<file path="src/hdl/csem_pkg.sv">
// Shared widths, operation and status codes, cfg indices and reset values.
package csem_pkg;

    localparam int OP_W      = 2;
    localparam int ID_W      = 4;
    localparam int STATUS_W  = 4;
    localparam int UNITS_W   = 8;
    localparam int WAITING_W = 5;
    localparam int CFG_W     = 8;

    localparam logic [OP_W-1:0] OP_WAIT    = 2'd0;
    localparam logic [OP_W-1:0] OP_RELEASE = 2'd1;
    localparam logic [OP_W-1:0] OP_CANCEL  = 2'd2;
    localparam logic [OP_W-1:0] OP_FLUSH   = 2'd3;

    localparam logic [STATUS_W-1:0] ST_ACQUIRED  = 4'd0;
    localparam logic [STATUS_W-1:0] ST_QUEUED    = 4'd1;
    localparam logic [STATUS_W-1:0] ST_QFULL     = 4'd2;
    localparam logic [STATUS_W-1:0] ST_ID_BUSY   = 4'd3;
    localparam logic [STATUS_W-1:0] ST_HANDED    = 4'd4;
    localparam logic [STATUS_W-1:0] ST_COUNT_UP  = 4'd5;
    localparam logic [STATUS_W-1:0] ST_FULL_ERR  = 4'd6;
    localparam logic [STATUS_W-1:0] ST_CANCELLED = 4'd7;
    localparam logic [STATUS_W-1:0] ST_CANCEL_IG = 4'd8;
    localparam logic [STATUS_W-1:0] ST_FLUSHED   = 4'd9;

    localparam logic CFG_MAX_COUNT     = 1'b0;
    localparam logic CFG_INITIAL_COUNT = 1'b1;

    localparam logic [CFG_W-1:0] MAX_COUNT_RESET     = 8'd1;
    localparam logic [CFG_W-1:0] INITIAL_COUNT_RESET = 8'd1;

endpackage

</file>
<file path="src/hdl/csem_req_if.sv">
// Request channel: operation and requester id.
interface csem_req_if;
    logic                          valid;
    logic                          ready;
    logic [csem_pkg::OP_W-1:0]     op;
    logic [csem_pkg::ID_W-1:0]     waiter_id;

    modport source (output valid, op, waiter_id, input ready);
    modport sink   (input valid, op, waiter_id, output ready);
endinterface

</file>
<file path="src/hdl/csem_rsp_if.sv">
// Response channel: status, affected id, unit count and queue fill.
interface csem_rsp_if;
    logic                             valid;
    logic                             ready;
    logic [csem_pkg::STATUS_W-1:0]    status;
    logic [csem_pkg::ID_W-1:0]        granted_id;
    logic [csem_pkg::UNITS_W-1:0]     units;
    logic [csem_pkg::WAITING_W-1:0]   waiting;

    modport source (output valid, status, granted_id, units, waiting, input ready);
    modport sink   (input valid, status, granted_id, units, waiting, output ready);
endinterface

</file>
<file path="src/hdl/counting_semaphore_wait_queue.sv">
// Counting semaphore with a FIFO wait queue held in RAM.
//
//  channel  dir  handshake      payload
//  req      in   valid/ready    op, waiter_id
//  rsp      out  valid/ready    status, granted_id, units, waiting
//  cfg      in   cfg_we         cfg_index, cfg_wdata
//
// Wait and cancel: mode RAM read, update, result.
// Flush, full error and release on an empty queue go straight to the result.
// Release with a non-empty queue pops until a live id or an empty queue:
// FIFO RAM read, then mode RAM read of the popped id, per entry popped.
// Reset clears the per-id mode valid bits at once; no clearing pass.
// A stalled rsp holds one result; a new request is taken meanwhile.
module counting_semaphore_wait_queue #(
    parameter int QUEUE_DEPTH = 16,
    parameter int ID_COUNT    = 16,
    parameter int COUNT_LIMIT = 255
) (
    input  logic                       clk,
    input  logic                       rst_n,
    input  logic                       cfg_we,
    input  logic                       cfg_index,
    input  logic [csem_pkg::CFG_W-1:0] cfg_wdata,
    csem_req_if.sink                   req,
    csem_rsp_if.source                 rsp
);

    localparam int AW = $clog2(QUEUE_DEPTH);
    localparam int FW = $clog2(QUEUE_DEPTH + 1);
    localparam int IW = $clog2(ID_COUNT);
    localparam int UW = csem_pkg::UNITS_W;
    localparam int SW = csem_pkg::STATUS_W;
    localparam int DW = csem_pkg::ID_W;

    localparam logic [UW-1:0] LIMIT_CAP =
        (COUNT_LIMIT > 255) ? 8'd255 : UW'(COUNT_LIMIT);
    localparam logic [UW-1:0] UNIT_RESET =
        (csem_pkg::INITIAL_COUNT_RESET > csem_pkg::MAX_COUNT_RESET) ?
        ((csem_pkg::MAX_COUNT_RESET > LIMIT_CAP) ? LIMIT_CAP : csem_pkg::MAX_COUNT_RESET) :
        ((csem_pkg::INITIAL_COUNT_RESET > LIMIT_CAP) ? LIMIT_CAP :
         csem_pkg::INITIAL_COUNT_RESET);

    localparam logic [1:0] MODE_IDLE      = 2'd0;
    localparam logic [1:0] MODE_LIVE      = 2'd1;
    localparam logic [1:0] MODE_CANCELLED = 2'd2;

    typedef enum logic [2:0] {
        S_IDLE,
        S_EXEC,
        S_POP_ID,
        S_POP_MODE,
        S_OUT
    } state_t;

    state_t               state_reg, state_next;
    logic [csem_pkg::OP_W-1:0] op_reg, op_next;
    logic [DW-1:0]        id_reg, id_next;
    logic [DW-1:0]        pop_id_reg, pop_id_next;
    logic [UW-1:0]        unit_reg, unit_next;
    logic [UW-1:0]        max_count_reg, max_count_next;
    logic [AW-1:0]        head_reg, head_next;
    logic [AW-1:0]        tail_reg, tail_next;
    logic [FW-1:0]        fill_reg, fill_next;
    logic [ID_COUNT-1:0]  mode_vld_reg, mode_vld_next;
    logic [SW-1:0]        status_reg, status_next;
    logic [DW-1:0]        who_reg, who_next;
    logic                 out_valid_reg, out_valid_next;
    logic [SW-1:0]        out_status_reg, out_status_next;
    logic [DW-1:0]        out_who_reg, out_who_next;
    logic [UW-1:0]        out_units_reg, out_units_next;
    logic [FW-1:0]        out_fill_reg, out_fill_next;

    logic                 req_fire;
    logic [UW-1:0]        limit;
    logic                 id_ok;
    logic [IW-1:0]        id_idx;
    logic [IW-1:0]        pop_idx;
    logic [1:0]           mode_cur;

    logic                 mode_we;
    logic [IW-1:0]        mode_waddr;
    logic [1:0]           mode_wdata;
    logic [IW-1:0]        mode_raddr;
    logic [1:0]           mode_rdata;

    logic                 fifo_we;
    logic [DW-1:0]        fifo_rdata;

    csem_ram #(.WIDTH(2), .DEPTH(ID_COUNT)) u_mode_ram (
        .clk   (clk),
        .we    (mode_we),
        .waddr (mode_waddr),
        .wdata (mode_wdata),
        .raddr (mode_raddr),
        .rdata (mode_rdata)
    );

    csem_ram #(.WIDTH(DW), .DEPTH(QUEUE_DEPTH)) u_fifo_ram (
        .clk   (clk),
        .we    (fifo_we),
        .waddr (tail_reg),
        .wdata (id_reg),
        .raddr (head_reg),
        .rdata (fifo_rdata)
    );

    assign req_fire   = req.valid && req.ready;
    assign req.ready  = (state_reg == S_IDLE);
    assign limit      = (max_count_reg > LIMIT_CAP) ? LIMIT_CAP : max_count_reg;
    assign id_ok      = (9'(id_reg) < 9'(ID_COUNT));
    assign id_idx     = IW'(id_reg);
    assign pop_idx    = IW'(pop_id_reg);
    assign mode_raddr = (state_reg == S_POP_ID) ? IW'(fifo_rdata) : IW'(req.waiter_id);

    always_comb
    begin
        mode_cur = MODE_IDLE;
        if (state_reg == S_POP_MODE)
        begin
            if (mode_vld_reg[pop_idx])
            begin
                mode_cur = mode_rdata;
            end
        end
        else if (id_ok && mode_vld_reg[id_idx])
        begin
            mode_cur = mode_rdata;
        end
    end

    always_comb
    begin
        state_next      = state_reg;
        op_next         = op_reg;
        id_next         = id_reg;
        pop_id_next     = pop_id_reg;
        unit_next       = unit_reg;
        max_count_next  = max_count_reg;
        head_next       = head_reg;
        tail_next       = tail_reg;
        fill_next       = fill_reg;
        mode_vld_next   = mode_vld_reg;
        status_next     = status_reg;
        who_next        = who_reg;
        out_valid_next  = out_valid_reg && !rsp.ready;
        out_status_next = out_status_reg;
        out_who_next    = out_who_reg;
        out_units_next  = out_units_reg;
        out_fill_next   = out_fill_reg;
        mode_we         = 1'b0;
        mode_waddr      = id_idx;
        mode_wdata      = MODE_LIVE;
        fifo_we         = 1'b0;

        // initial_count only acts at reset, where it holds its reset value
        if (cfg_we && cfg_index == csem_pkg::CFG_MAX_COUNT)
        begin
            max_count_next = cfg_wdata;
        end

        case (state_reg)
            S_IDLE:
            begin
                if (req_fire)
                begin
                    op_next  = req.op;
                    id_next  = req.waiter_id;
                    who_next = '0;
                    case (req.op)
                        csem_pkg::OP_FLUSH:
                        begin
                            head_next     = '0;
                            tail_next     = '0;
                            fill_next     = '0;
                            mode_vld_next = '0;
                            status_next   = csem_pkg::ST_FLUSHED;
                            state_next    = S_OUT;
                        end
                        csem_pkg::OP_RELEASE:
                        begin
                            if (unit_reg >= limit)
                            begin
                                status_next = csem_pkg::ST_FULL_ERR;
                                state_next  = S_OUT;
                            end
                            else if (fill_reg == '0)
                            begin
                                unit_next   = unit_reg + UW'(1);
                                status_next = csem_pkg::ST_COUNT_UP;
                                state_next  = S_OUT;
                            end
                            else
                            begin
                                state_next = S_POP_ID;
                            end
                        end
                        default:
                        begin
                            state_next = S_EXEC;
                        end
                    endcase
                end
            end
            S_EXEC:
            begin
                who_next   = id_reg;
                state_next = S_OUT;
                if (op_reg == csem_pkg::OP_WAIT)
                begin
                    if (unit_reg != '0)
                    begin
                        unit_next   = unit_reg - UW'(1);
                        status_next = csem_pkg::ST_ACQUIRED;
                    end
                    else if (!id_ok || mode_cur != MODE_IDLE)
                    begin
                        status_next = csem_pkg::ST_ID_BUSY;
                    end
                    else if (fill_reg >= FW'(QUEUE_DEPTH))
                    begin
                        status_next = csem_pkg::ST_QFULL;
                    end
                    else
                    begin
                        fifo_we               = 1'b1;
                        tail_next             = (tail_reg == AW'(QUEUE_DEPTH - 1)) ?
                                                '0 : tail_reg + AW'(1);
                        fill_next             = fill_reg + FW'(1);
                        mode_we               = 1'b1;
                        mode_wdata            = MODE_LIVE;
                        mode_vld_next[id_idx] = 1'b1;
                        status_next           = csem_pkg::ST_QUEUED;
                    end
                end
                else
                begin
                    if (id_ok && mode_cur == MODE_LIVE)
                    begin
                        mode_we     = 1'b1;
                        mode_wdata  = MODE_CANCELLED;
                        status_next = csem_pkg::ST_CANCELLED;
                    end
                    else
                    begin
                        status_next = csem_pkg::ST_CANCEL_IG;
                    end
                end
            end
            S_POP_ID:
            begin
                pop_id_next = fifo_rdata;
                head_next   = (head_reg == AW'(QUEUE_DEPTH - 1)) ? '0 : head_reg + AW'(1);
                fill_next   = fill_reg - FW'(1);
                state_next  = S_POP_MODE;
            end
            S_POP_MODE:
            begin
                mode_vld_next[pop_idx] = 1'b0;
                if (mode_cur == MODE_LIVE)
                begin
                    who_next    = pop_id_reg;
                    status_next = csem_pkg::ST_HANDED;
                    state_next  = S_OUT;
                end
                else if (fill_reg != '0)
                begin
                    state_next = S_POP_ID;
                end
                else
                begin
                    unit_next   = unit_reg + UW'(1);
                    status_next = csem_pkg::ST_COUNT_UP;
                    state_next  = S_OUT;
                end
            end
            S_OUT:
            begin
                if (!out_valid_reg || rsp.ready)
                begin
                    out_valid_next  = 1'b1;
                    out_status_next = status_reg;
                    out_who_next    = who_reg;
                    out_units_next  = unit_reg;
                    out_fill_next   = fill_reg;
                    state_next      = S_IDLE;
                end
            end
            default:
            begin
                state_next = S_IDLE;
            end
        endcase
    end

    always_ff @(posedge clk or negedge rst_n)
    begin
        if (!rst_n)
        begin
            state_reg      <= S_IDLE;
            op_reg         <= csem_pkg::OP_WAIT;
            id_reg         <= '0;
            pop_id_reg     <= '0;
            unit_reg       <= UNIT_RESET;
            max_count_reg  <= csem_pkg::MAX_COUNT_RESET;
            head_reg       <= '0;
            tail_reg       <= '0;
            fill_reg       <= '0;
            mode_vld_reg   <= '0;
            status_reg     <= csem_pkg::ST_ACQUIRED;
            who_reg        <= '0;
            out_valid_reg  <= 1'b0;
            out_status_reg <= csem_pkg::ST_ACQUIRED;
            out_who_reg    <= '0;
            out_units_reg  <= '0;
            out_fill_reg   <= '0;
        end
        else
        begin
            state_reg      <= state_next;
            op_reg         <= op_next;
            id_reg         <= id_next;
            pop_id_reg     <= pop_id_next;
            unit_reg       <= unit_next;
            max_count_reg  <= max_count_next;
            head_reg       <= head_next;
            tail_reg       <= tail_next;
            fill_reg       <= fill_next;
            mode_vld_reg   <= mode_vld_next;
            status_reg     <= status_next;
            who_reg        <= who_next;
            out_valid_reg  <= out_valid_next;
            out_status_reg <= out_status_next;
            out_who_reg    <= out_who_next;
            out_units_reg  <= out_units_next;
            out_fill_reg   <= out_fill_next;
        end
    end

    assign rsp.valid      = out_valid_reg;
    assign rsp.status     = out_status_reg;
    assign rsp.granted_id = out_who_reg;
    assign rsp.units      = out_units_reg;
    assign rsp.waiting    = csem_pkg::WAITING_W'(out_fill_reg);

    a_fill_bound: assert property (@(posedge clk) disable iff (!rst_n)
        fill_reg <= FW'(QUEUE_DEPTH))
        else $error("wait queue fill above depth");

    a_ptr_fill: assert property (@(posedge clk) disable iff (!rst_n)
        (head_reg == tail_reg) == (fill_reg == '0 || fill_reg == FW'(QUEUE_DEPTH)))
        else $error("queue pointers disagree with fill");

    a_units_cap: assert property (@(posedge clk) disable iff (!rst_n)
        unit_reg <= LIMIT_CAP)
        else $error("unit count above limit cap");

endmodule

</file>
<file path="src/hdl/csem_ram.sv">
// Generic single-write, single-read RAM with registered read data.
module csem_ram #(
    parameter int WIDTH = 4,
    parameter int DEPTH = 16
) (
    input  logic                     clk,
    input  logic                     we,
    input  logic [$clog2(DEPTH)-1:0] waddr,
    input  logic [WIDTH-1:0]         wdata,
    input  logic [$clog2(DEPTH)-1:0] raddr,
    output logic [WIDTH-1:0]         rdata
);

    logic [WIDTH-1:0] mem [DEPTH];
    logic [WIDTH-1:0] rdata_reg;

    always_ff @(posedge clk)
    begin
        if (we)
        begin
            mem[waddr] <= wdata;
        end
        rdata_reg <= mem[raddr];
    end

    assign rdata = rdata_reg;

endmodule
</file>
<file path="src/flat_wrapper.sv">
// flat-port wrapper written by rule: the top's interface ports become plain ports
module counting_semaphore_wait_queue_flat 
#(
    parameter int QUEUE_DEPTH = 16,
    parameter int ID_COUNT    = 16,
    parameter int COUNT_LIMIT = 255
)
  (clk, rst_n, cfg_we, cfg_index, cfg_wdata, req_valid, req_op, req_waiter_id, req_ready, rsp_valid, rsp_status, rsp_granted_id, rsp_units, rsp_waiting, rsp_ready);
  csem_req_if req_i ();
  csem_rsp_if rsp_i ();
  input  logic clk;
  input  logic rst_n;
  input  logic cfg_we;
  input  logic cfg_index;
  input  logic [csem_pkg::CFG_W-1:0] cfg_wdata;
  input wire logic [$bits(req_i.valid)-1:0] req_valid;
  input wire logic [$bits(req_i.op)-1:0] req_op;
  input wire logic [$bits(req_i.waiter_id)-1:0] req_waiter_id;
  output wire logic [$bits(req_i.ready)-1:0] req_ready;
  output wire logic [$bits(rsp_i.valid)-1:0] rsp_valid;
  output wire logic [$bits(rsp_i.status)-1:0] rsp_status;
  output wire logic [$bits(rsp_i.granted_id)-1:0] rsp_granted_id;
  output wire logic [$bits(rsp_i.units)-1:0] rsp_units;
  output wire logic [$bits(rsp_i.waiting)-1:0] rsp_waiting;
  input wire logic [$bits(rsp_i.ready)-1:0] rsp_ready;
  assign req_i.valid = req_valid;
  assign req_i.op = req_op;
  assign req_i.waiter_id = req_waiter_id;
  assign req_ready = req_i.ready;
  assign rsp_valid = rsp_i.valid;
  assign rsp_status = rsp_i.status;
  assign rsp_granted_id = rsp_i.granted_id;
  assign rsp_units = rsp_i.units;
  assign rsp_waiting = rsp_i.waiting;
  assign rsp_i.ready = rsp_ready;
  counting_semaphore_wait_queue #(.QUEUE_DEPTH(QUEUE_DEPTH), .ID_COUNT(ID_COUNT), .COUNT_LIMIT(COUNT_LIMIT)) u_core (.clk(clk), .rst_n(rst_n), .cfg_we(cfg_we), .cfg_index(cfg_index), .cfg_wdata(cfg_wdata), .req(req_i), .rsp(rsp_i));
endmodule
</file>
<file path="config.mk">
export PLATFORM = sky130hd
export DESIGN_NAME = counting_semaphore_wait_queue_flat
export DESIGN_NICKNAME = d
export VERILOG_FILES = /design/src/hdl/csem_pkg.sv /design/src/hdl/csem_req_if.sv /design/src/hdl/csem_rsp_if.sv /design/src/hdl/counting_semaphore_wait_queue.sv /design/src/hdl/csem_ram.sv /design/src/flat_wrapper.sv
export SDC_FILE = /design/constraint.sdc
export NUM_CORES = 1
export LEC_CHECK = 0
export ABC_CLOCK_PERIOD_IN_PS = 3600
export BUFFER_PORTS_ARGS = -buffer_cell sky130_fd_sc_hd__buf_4
export CAP_MARGIN = 30
export CORE_MARGIN = 3
export CORE_UTILIZATION = 28
export CTS_CLUSTER_DIAMETER = 40
export DETAILED_ROUTE_END_ITERATION = 10
export HOLD_SLACK_MARGIN = 0.06
export PLACE_DENSITY_LB_ADDON = 0.12
export SLEW_MARGIN = 20
export SYNTH_ARGS = -nofsm -noshare
export SYNTH_HDL_FRONTEND = slang
export SYNTH_SLANG_ARGS = --single-unit
</file>
<file path="constraint.sdc">
create_clock -name clk -period 3.6 [get_ports clk]
set_clock_uncertainty 0.2 [all_clocks]
set_input_delay 0.36 -clock clk [delete_from_list [all_inputs] [get_ports clk]]
set_output_delay 0.36 -clock clk [all_outputs]
set_load 0.03 [all_outputs]
</file>
## After elaboration in Yosys (flattened, before gate mapping)

Memory sizes are Yosys's and may differ from the RTL's. A register that Yosys moved wholly into a read port is not among the register bits.
Index checks and enable logic that the tools add are counted.

| cells by class | value |
|---|---|
| equality and inequality tests | 26 |
| bitwise gates (word level) | 4 |
| $lt $le $gt $ge | 7 |
| muxes and demuxes | 86 |
| add/subtract/negate cells | 6 |
| reductions and logical operators | 28 |

Operators by type and width:

| cell | number |
|---|---|
| 2-to-1 mux 16 bit | 6 |
| 2-to-1 mux 4 bit | 20 |
| 2-to-1 mux 8 bit | 9 |
| one-hot mux 16 bit (3 select lines) | 1 |
| 2-to-1 mux 5 bit | 6 |
| one-hot mux 4 bit (2 select lines) | 3 |
| one-hot mux 4 bit (3 select lines) | 2 |
| one-hot mux 8 bit (3 select lines) | 1 |
| != test 2 bit (second input constant) | 11 |
| AND reduction 7 bit | 3 |
| 2-to-1 mux 1 bit | 18 |
| 2-to-1 mux 3 bit | 6 |
| AND 16 bit | 1 |
| NOT 16 bit | 1 |
| OR 16 bit | 1 |
| one-hot mux 3 bit (5 select lines) | 1 |
| one-hot mux 5 bit (3 select lines) | 1 |
| 2-to-1 mux 2 bit | 7 |
| less-than comparator 4 x 5 -> 1 bit (second input constant) | 2 |
| AND reduction 9 bit | 1 |
| adder 4 x 1 -> 4 bit (second input constant) | 2 |
| adder 8 x 1 -> 8 bit (second input constant) | 1 |
| binary-select mux 1 bit (select 4 bit) | 2 |
| demux 1 bit (select 4 bit) | 2 |
| 31 further kinds | 49 |

| word-level totals | value |
|---|---|
| output and inout bits | 23 |
| word-level logic and storage cells | 176 |
| flip-flop bits (word level) | 88 |
| memory bits (writable) | 96 |
| input bits | 20 |
| memories kept | 2 |

Memory list:

| memory | depth | width | read ports | clocked after memory_dff | write ports | RTL line | RTL |
|---|---|---|---|---|---|---|---|
| u_core.u_fifo_ram.mem | 16 | 4 | 1 | 1 | 1 | csem_ram.sv:14 | `logic [WIDTH-1:0] mem [DEPTH];` |
| u_core.u_mode_ram.mem | 16 | 2 | 1 | 1 | 1 | csem_ram.sv:14 |  |

## Logic depth before layout (Yosys ltp)

| depth | value |
|---|---|
| depth after elaboration | 11 |
| depth in mapped cells | 13 |
| mapped depth without buffers | 11 |

## Cells and area by module

From an unflattened synthesis, not the netlist that was laid out.

| second synthesis, totals | value |
|---|---|
| cell total of the unflattened synthesis | 725 |
| area, all modules | 9186.3 um^2 |

Modules (own cells, without submodules):

| module | cells each | seq. area each (um^2) | times used | area an instance (um^2) |
|---|---|---|---|---|
| counting_semaphore_wait_queue | 517 | 2204.6 | 1 | 5139.9 |
| csem_ram (u_core.u_fifo_ram) | 130 | 2001.9 | 1 | 2666.3 |
| csem_ram (u_core.u_mode_ram) | 78 | 1001.0 | 1 | 1380.1 |

## Worst setup path before layout

No wires, ideal clock.

| timing | value |
|---|---|
| kind | register to register |
| from | reg u_core.state_reg[0] |
| to | reg u_core.unit_reg[7] |
| library setup time | 125 ps |
| required time | 3275 ps |
| stages on the path, launching flop included | 14 |
| period minus slack after synthesis | 3173 ps |
| path buffers | 2 |
| arrival | 2848 ps |
| setup slack | 427 ps |
| path through | dfrtp_1 nor2b_1 buf_2 nand2_1 clkbuf_1 clkinv_1 ha_1 a21o_1 a21oi_1 o21ai_0 o41ai_1 xnor2_1 nor2_1 xor2_1 |

| on the way | value |
|---|---|
| cells in the longest elaborated chain, start to end | 5 |
| elaborated cells on any way between the ends | 17 |
| those cells by class | eq/ne (11); mux (2); reduce/logical (4) |

RTL lines:

| element | RTL line | RTL |
|---|---|---|
| start, declared | counting_semaphore_wait_queue.sv:55 | `state_t state_reg, state_next;` |
| start signal, assigned | counting_semaphore_wait_queue.sv:319 | `state_reg <= state_next;` |
| == test 3 x 2 -> 1 bit | counting_semaphore_wait_queue.sv:118, counting_semaphore_wait_queue.sv:161 |  |
| 2-to-1 mux 2 bit | counting_semaphore_wait_queue.sv:118 | `if (state_reg == S_POP_MODE)` |
| == test 2 x 1 -> 1 bit | counting_semaphore_wait_queue.sv:259 | `if (mode_cur == MODE_LIVE)` |
| != test 2 bit (no source line) | n/a |  |
| AND reduction 9 bit (no source line) | n/a |  |
| end signal, assigned | counting_semaphore_wait_queue.sv:323 | `unit_reg <= unit_next;` |
| end, declared | counting_semaphore_wait_queue.sv:59 | `logic [UW-1:0] unit_reg, unit_next;` |

Parallel ways exist; a longest one is shown, timed or not.
A chain may end at the register's enable or synchronous reset.

## Worst setup path after layout

| timing | value |
|---|---|
| from | reg u_core.pop_id_reg[0] |
| to | reg u_core.mode_vld_reg[2] |

| on the way | value |
|---|---|
| cells in the longest elaborated chain, start to end | 7 |
| elaborated cells on any way between the ends | 15 |
| those cells by class | order compare (2); eq/ne (1); mux (7); bitwise (2); reduce/logical (3) |

RTL lines:

| element | RTL line | RTL |
|---|---|---|
| start, declared | counting_semaphore_wait_queue.sv:58 | `logic [DW-1:0] pop_id_reg, pop_id_next;` |
| start signal, assigned | counting_semaphore_wait_queue.sv:322 | `pop_id_reg <= pop_id_next;` |
| binary-select mux 1 bit (select 4 bit) (tied with other cells) | counting_semaphore_wait_queue.sv:120 | `if (mode_vld_reg[pop_idx])` |
| 2-to-1 mux 1 bit (not written as such) / logical AND 1 bit (equally long branches) | counting_semaphore_wait_queue.sv:120, counting_semaphore_wait_queue.sv:258 |  |
| 2-to-1 mux 2 bit / 2-to-1 mux 1 bit (equally long branches) | counting_semaphore_wait_queue.sv:120, counting_semaphore_wait_queue.sv:258 |  |
| 2-to-1 mux 2 bit / demux 1 bit (select 4 bit) (equally long branches) | n/a |  |
| nonzero test 2 bit / NOT 16 bit (equally long branches) | n/a |  |
| != test 2 bit (no source line) / AND 16 bit (equally long branches) | n/a |  |
| AND reduction 7 bit (no source line) / one-hot mux 16 bit (3 select lines) (equally long branches) | n/a |  |
| end signal, assigned | counting_semaphore_wait_queue.sv:328 | `mode_vld_reg <= mode_vld_next;` |
| end, declared | counting_semaphore_wait_queue.sv:64 | `logic [ID_COUNT-1:0] mode_vld_reg, mode_vld_next;` |

Parallel ways exist; a longest one is shown, timed or not. The select of a mux whose other input is x is not followed.

==> flow_metrics.env <==
export IMPL_portBuffers=42
export IMPL_outcome="finished clean"
export IMPL_ant_nets=0
export IMPL_via_per_inst=4.96
export IMPL_antenna_found_initial=0
export IMPL_grt_overflow=0
export IMPL_dieHeight_um=185
export IMPL_finish_cell_count_without_fillers=1193
export IMPL_tns_ns=0
export IMPL_yosysSeqAreaShare_pct=58.2
export IMPL_grt_max_degree=47
export IMPL_async_flop_share_pct=46.3
export IMPL_hold_path_end="u_core.max_count_reg[6]$_DFFE_PN0P_"
export IMPL_core_area_um2=31100
export IMPL_die_x_um=185
export IMPL_largest_register_ffs=64
export IMPL_first_pass_iters=5
export IMPL_cts_clk_slew_worst_paths_ns=0.07
export IMPL_vdd_drop_max_v=0.000359
export IMPL_synth_seq_cells=190
export IMPL_syn_inst=709
export IMPL_cap_violations=0
export IMPL_wire_per_inst_um=18.8
export IMPL_setup_viol=0
export IMPL_dpl_hpwl_um=16200
export IMPL_syn_nets=753
export IMPL_dp_cells=1144
export IMPL_antenna_cells=0
export IMPL_arrival_ns=3.43
export IMPL_syn_to_final_growth_pct=19.0
export IMPL_p_leak_nw=4.25
export IMPL_r2r_cells=8
export IMPL_cts_resized=0
export IMPL_cts_tree="built"
export IMPL_nets=828
export IMPL_cp_required_ns=3.75
export IMPL_tightest_slew_ns=0.862
export IMPL_p_seq_share_pct=41.8
export IMPL_ys_types=66
export IMPL_grt_pass1_wl_um=35700
export IMPL_initial_core_util_pct=28.8
export IMPL_critPathSlowestCell="dfrtp_1"
export IMPL_power_density_nw_per_um2=697
export IMPL_synthSimpleGateAreaFrac_pct=11.1
export IMPL_gp_congestion=0.833
export IMPL_synth_top_family_by_area="multiplexers"
export IMPL_synthAdderAreaFrac_pct=3.52
export IMPL_finalCriticalPeriod_ns=3.28
export IMPL_grt_pass1_vias=6162
export IMPL_synth_compound_area_share_pct=10.5
export IMPL_cts_buffer_depth=2
export IMPL_cp_slowest_stage_delay_ns=0.75
export IMPL_synth_edff_count=96
export IMPL_start_kind="register"
export IMPL_routed_wl_um=22500
export IMPL_cp_end_kind="register"
export IMPL_reg2reg_slack_ns=0.32
export IMPL_min_path_cells=4
export IMPL_path_buf_inv=1
export IMPL_die_area_um2=34100
export IMPL_slew_headroom_pct=42.4
export IMPL_timing_rr_start="u_core.pop_id_reg[0]$_DFFE_PN0P_"
export IMPL_worstHoldPathType="input pin to register"
export IMPL_final_common_cell="edfxtp_1"
export IMPL_cts_setup_buffers=0
export IMPL_fin_crit_sh_pct=91.1
export IMPL_fmax_mhz=305
export IMPL_htree_levels=4
export IMPL_drtIter0Drc=432
export IMPL_grt_usage_pct=13.8
export IMPL_drc=0
export IMPL_path_max_fanout=16
export IMPL_cts_buffers=17
export IMPL_criticalPathCategory="register to register"
export IMPL_ys_flop_type="edfxtp_1"
export IMPL_boundaryPins=43
export IMPL_synthMuxAreaShare_pct=13.0
export IMPL_num_rows=64
export IMPL_hold_violations=0
export IMPL_final_cell_mix="96 x edfxtp_1, 86 x dfrtp_1, 73 x buf_4, 69 x nand2_1, 58 x nor2_1"
export IMPL_cts_sinks=190
export IMPL_switching_power_mw=2.76
export IMPL_rsz0062_at_grt="false"
export IMPL_hold_start="cfg_index"
export IMPL_clock_latency_ns=0.44
export IMPL_crit_chain="mux4_2 -> a22oi_2 -> nand3_2 -> a31oi_4 -> and3_1 -> buf_4 -> nor2_2 -> a21oi_1"
export IMPL_r2r_end="u_core.mode_vld_reg[2]$_DFFE_PN0P_"
export IMPL_pwr_share_clk_pct=26.1
export IMPL_p_sw_share_pct=37.2
export IMPL_place_area_um2=9860
export IMPL_syn_area_per_cell_um2=12.6
export IMPL_drive_gt1_share_pct=22.8
export IMPL_p_int_mw=4.66
export IMPL_synth_xor_area_share_pct=1.08
export IMPL_num_vias=5920
export IMPL_path_delay_family="flip-flops"
export IMPL_cts_root_buf="clkbuf_16"
export IMPL_comb_power_share_pct=32.2
export IMPL_utilization_pct=34.3
export IMPL_yosysWarnings=0
export IMPL_maxSlewViolCount=0
export IMPL_fin_area_um2=10600
export IMPL_netlist_area_um2=8940
## routing by layer
| metal | global-route usage, % | part of all wire [%] | wire length, um | up-vias |
|---|---|---|---|---|
| met1 | 18.1 | 46 | 10300 | 2949 |
| met3 | 3.08 | 4.1 | 918 | 23 |
| met5 | 0 | 0 | 0 | - |
| met2 | 22.5 | 48 | 10800 | 144 |
| li1 | - | - | - | 2804 |
| met4 | 4.83 | 2.1 | 480 | 0 |
## cell usage after synthesis (5+ instances only)
cell type	instances	area share [%]
a21oi_1	36	2.0
clkbuf_1	24	1.0
mux4_2	34	8.6
a22oi_1	6	0.50
nor3_1	22	1.2
inv_1	19	0.80
mux2_2	28	3.5
edfxtp_1	96	32
a21o_1	10	0.84
xor2_1	7	0.69
ha_1	22	3.1
and2_1	5	0.35
buf_2	5	0.28
nand2_1	69	2.9
mux2i_1	7	0.78
a31oi_1	19	1.3
nand3_1	18	1.0
dfxtp_1	6	1.3
nand2b_1	12	0.84
nor2_1	58	2.4
o21ai_0	33	1.8
nor2b_1	15	1.0
dfrtp_1	86	24
## kinds of logic after synthesis
| family | count (synthesis) |
|---|---|
| compound gates | 143 |
| fa+ha+maj | 24 |
| flops | 190 |
| buf+inv | 57 |
| mux | 70 |
| simple gates | 214 |
| xor+xnor | 11 |
## layout make-up
type,instances,area (um^2)
repair buffers,91,746
clock buffers,19,475
flip-flops and latches,190,5210
inverters,22,82.6
multi-input cells,462,3500
clock inverters,13,135
fillers,3026,20400
well taps,396,495
## how the worst max path moves through the flow
stage	slack, ns	start	endpoint	depth (start not counted)
5_1_grt	0.08	u_core.pop_id_reg[0]$_DFFE_PN0P_	u_core.u_fifo_ram.mem[11][2]$_DFFE_PP_	6
3_5_place_dp	0.36	u_core.pop_id_reg[0]$_DFFE_PN0P_	u_core.u_fifo_ram.mem[7][2]$_DFFE_PP_	6
2_1_floorplan	0.43	u_core.state_reg[0]$_DFFE_PN0P_	u_core.unit_reg[7]$_DFFE_PN0P_	13
6_report	0.32	u_core.pop_id_reg[0]$_DFFE_PN0P_	u_core.mode_vld_reg[2]$_DFFE_PN0P_	8
4_1_cts	0.34	u_core.pop_id_reg[0]$_DFFE_PN0P_	u_core.u_fifo_ram.mem[7][0]$_DFFE_PP_	6
3_3_place_gp	0.43	u_core.unit_reg[0]$_DFFE_PN1P_	u_core.unit_reg[7]$_DFFE_PN0P_	11
## worst register-to-register path, cell delays in order (launching register included)
cell,delay (ns)
dfrtp_1,0.75
mux4_2,0.60
a22oi_2,0.22
nand3_2,0.19
a31oi_4,0.33
and3_1,0.38
buf_4,0.23
nor2_2,0.10
a21oi_1,0.20
## power groups by stage
stage,clock network (mW),registers (mW),logic (mW)
final,1.93,3.10,2.39
after global routing,2.10,3.15,2.64
after CTS,2.01,3.10,2.42
after detailed placement,0,3.15,2.40
after global placement,0,3.14,2.37
after floorplan,0,3.13,1.50
## through the flow
stage	hold WS [ns]	worst slack, ns	total power, mW
floorplan	-0.136	0.427	4.64
finish	0.177	0.322	7.42
CTS	0.156	0.343	7.54
detailed placement	0.153	0.360	5.55
global route	0.198	0.0825	7.90
global placement	0.243	0.429	5.51
## repair_timing
item                                    CTS  global route
endpoints found under the setup margin    0             0
hold endpoints to repair                 49             0
hold buffers                             17             0
(Power assumes the default switching activity.)
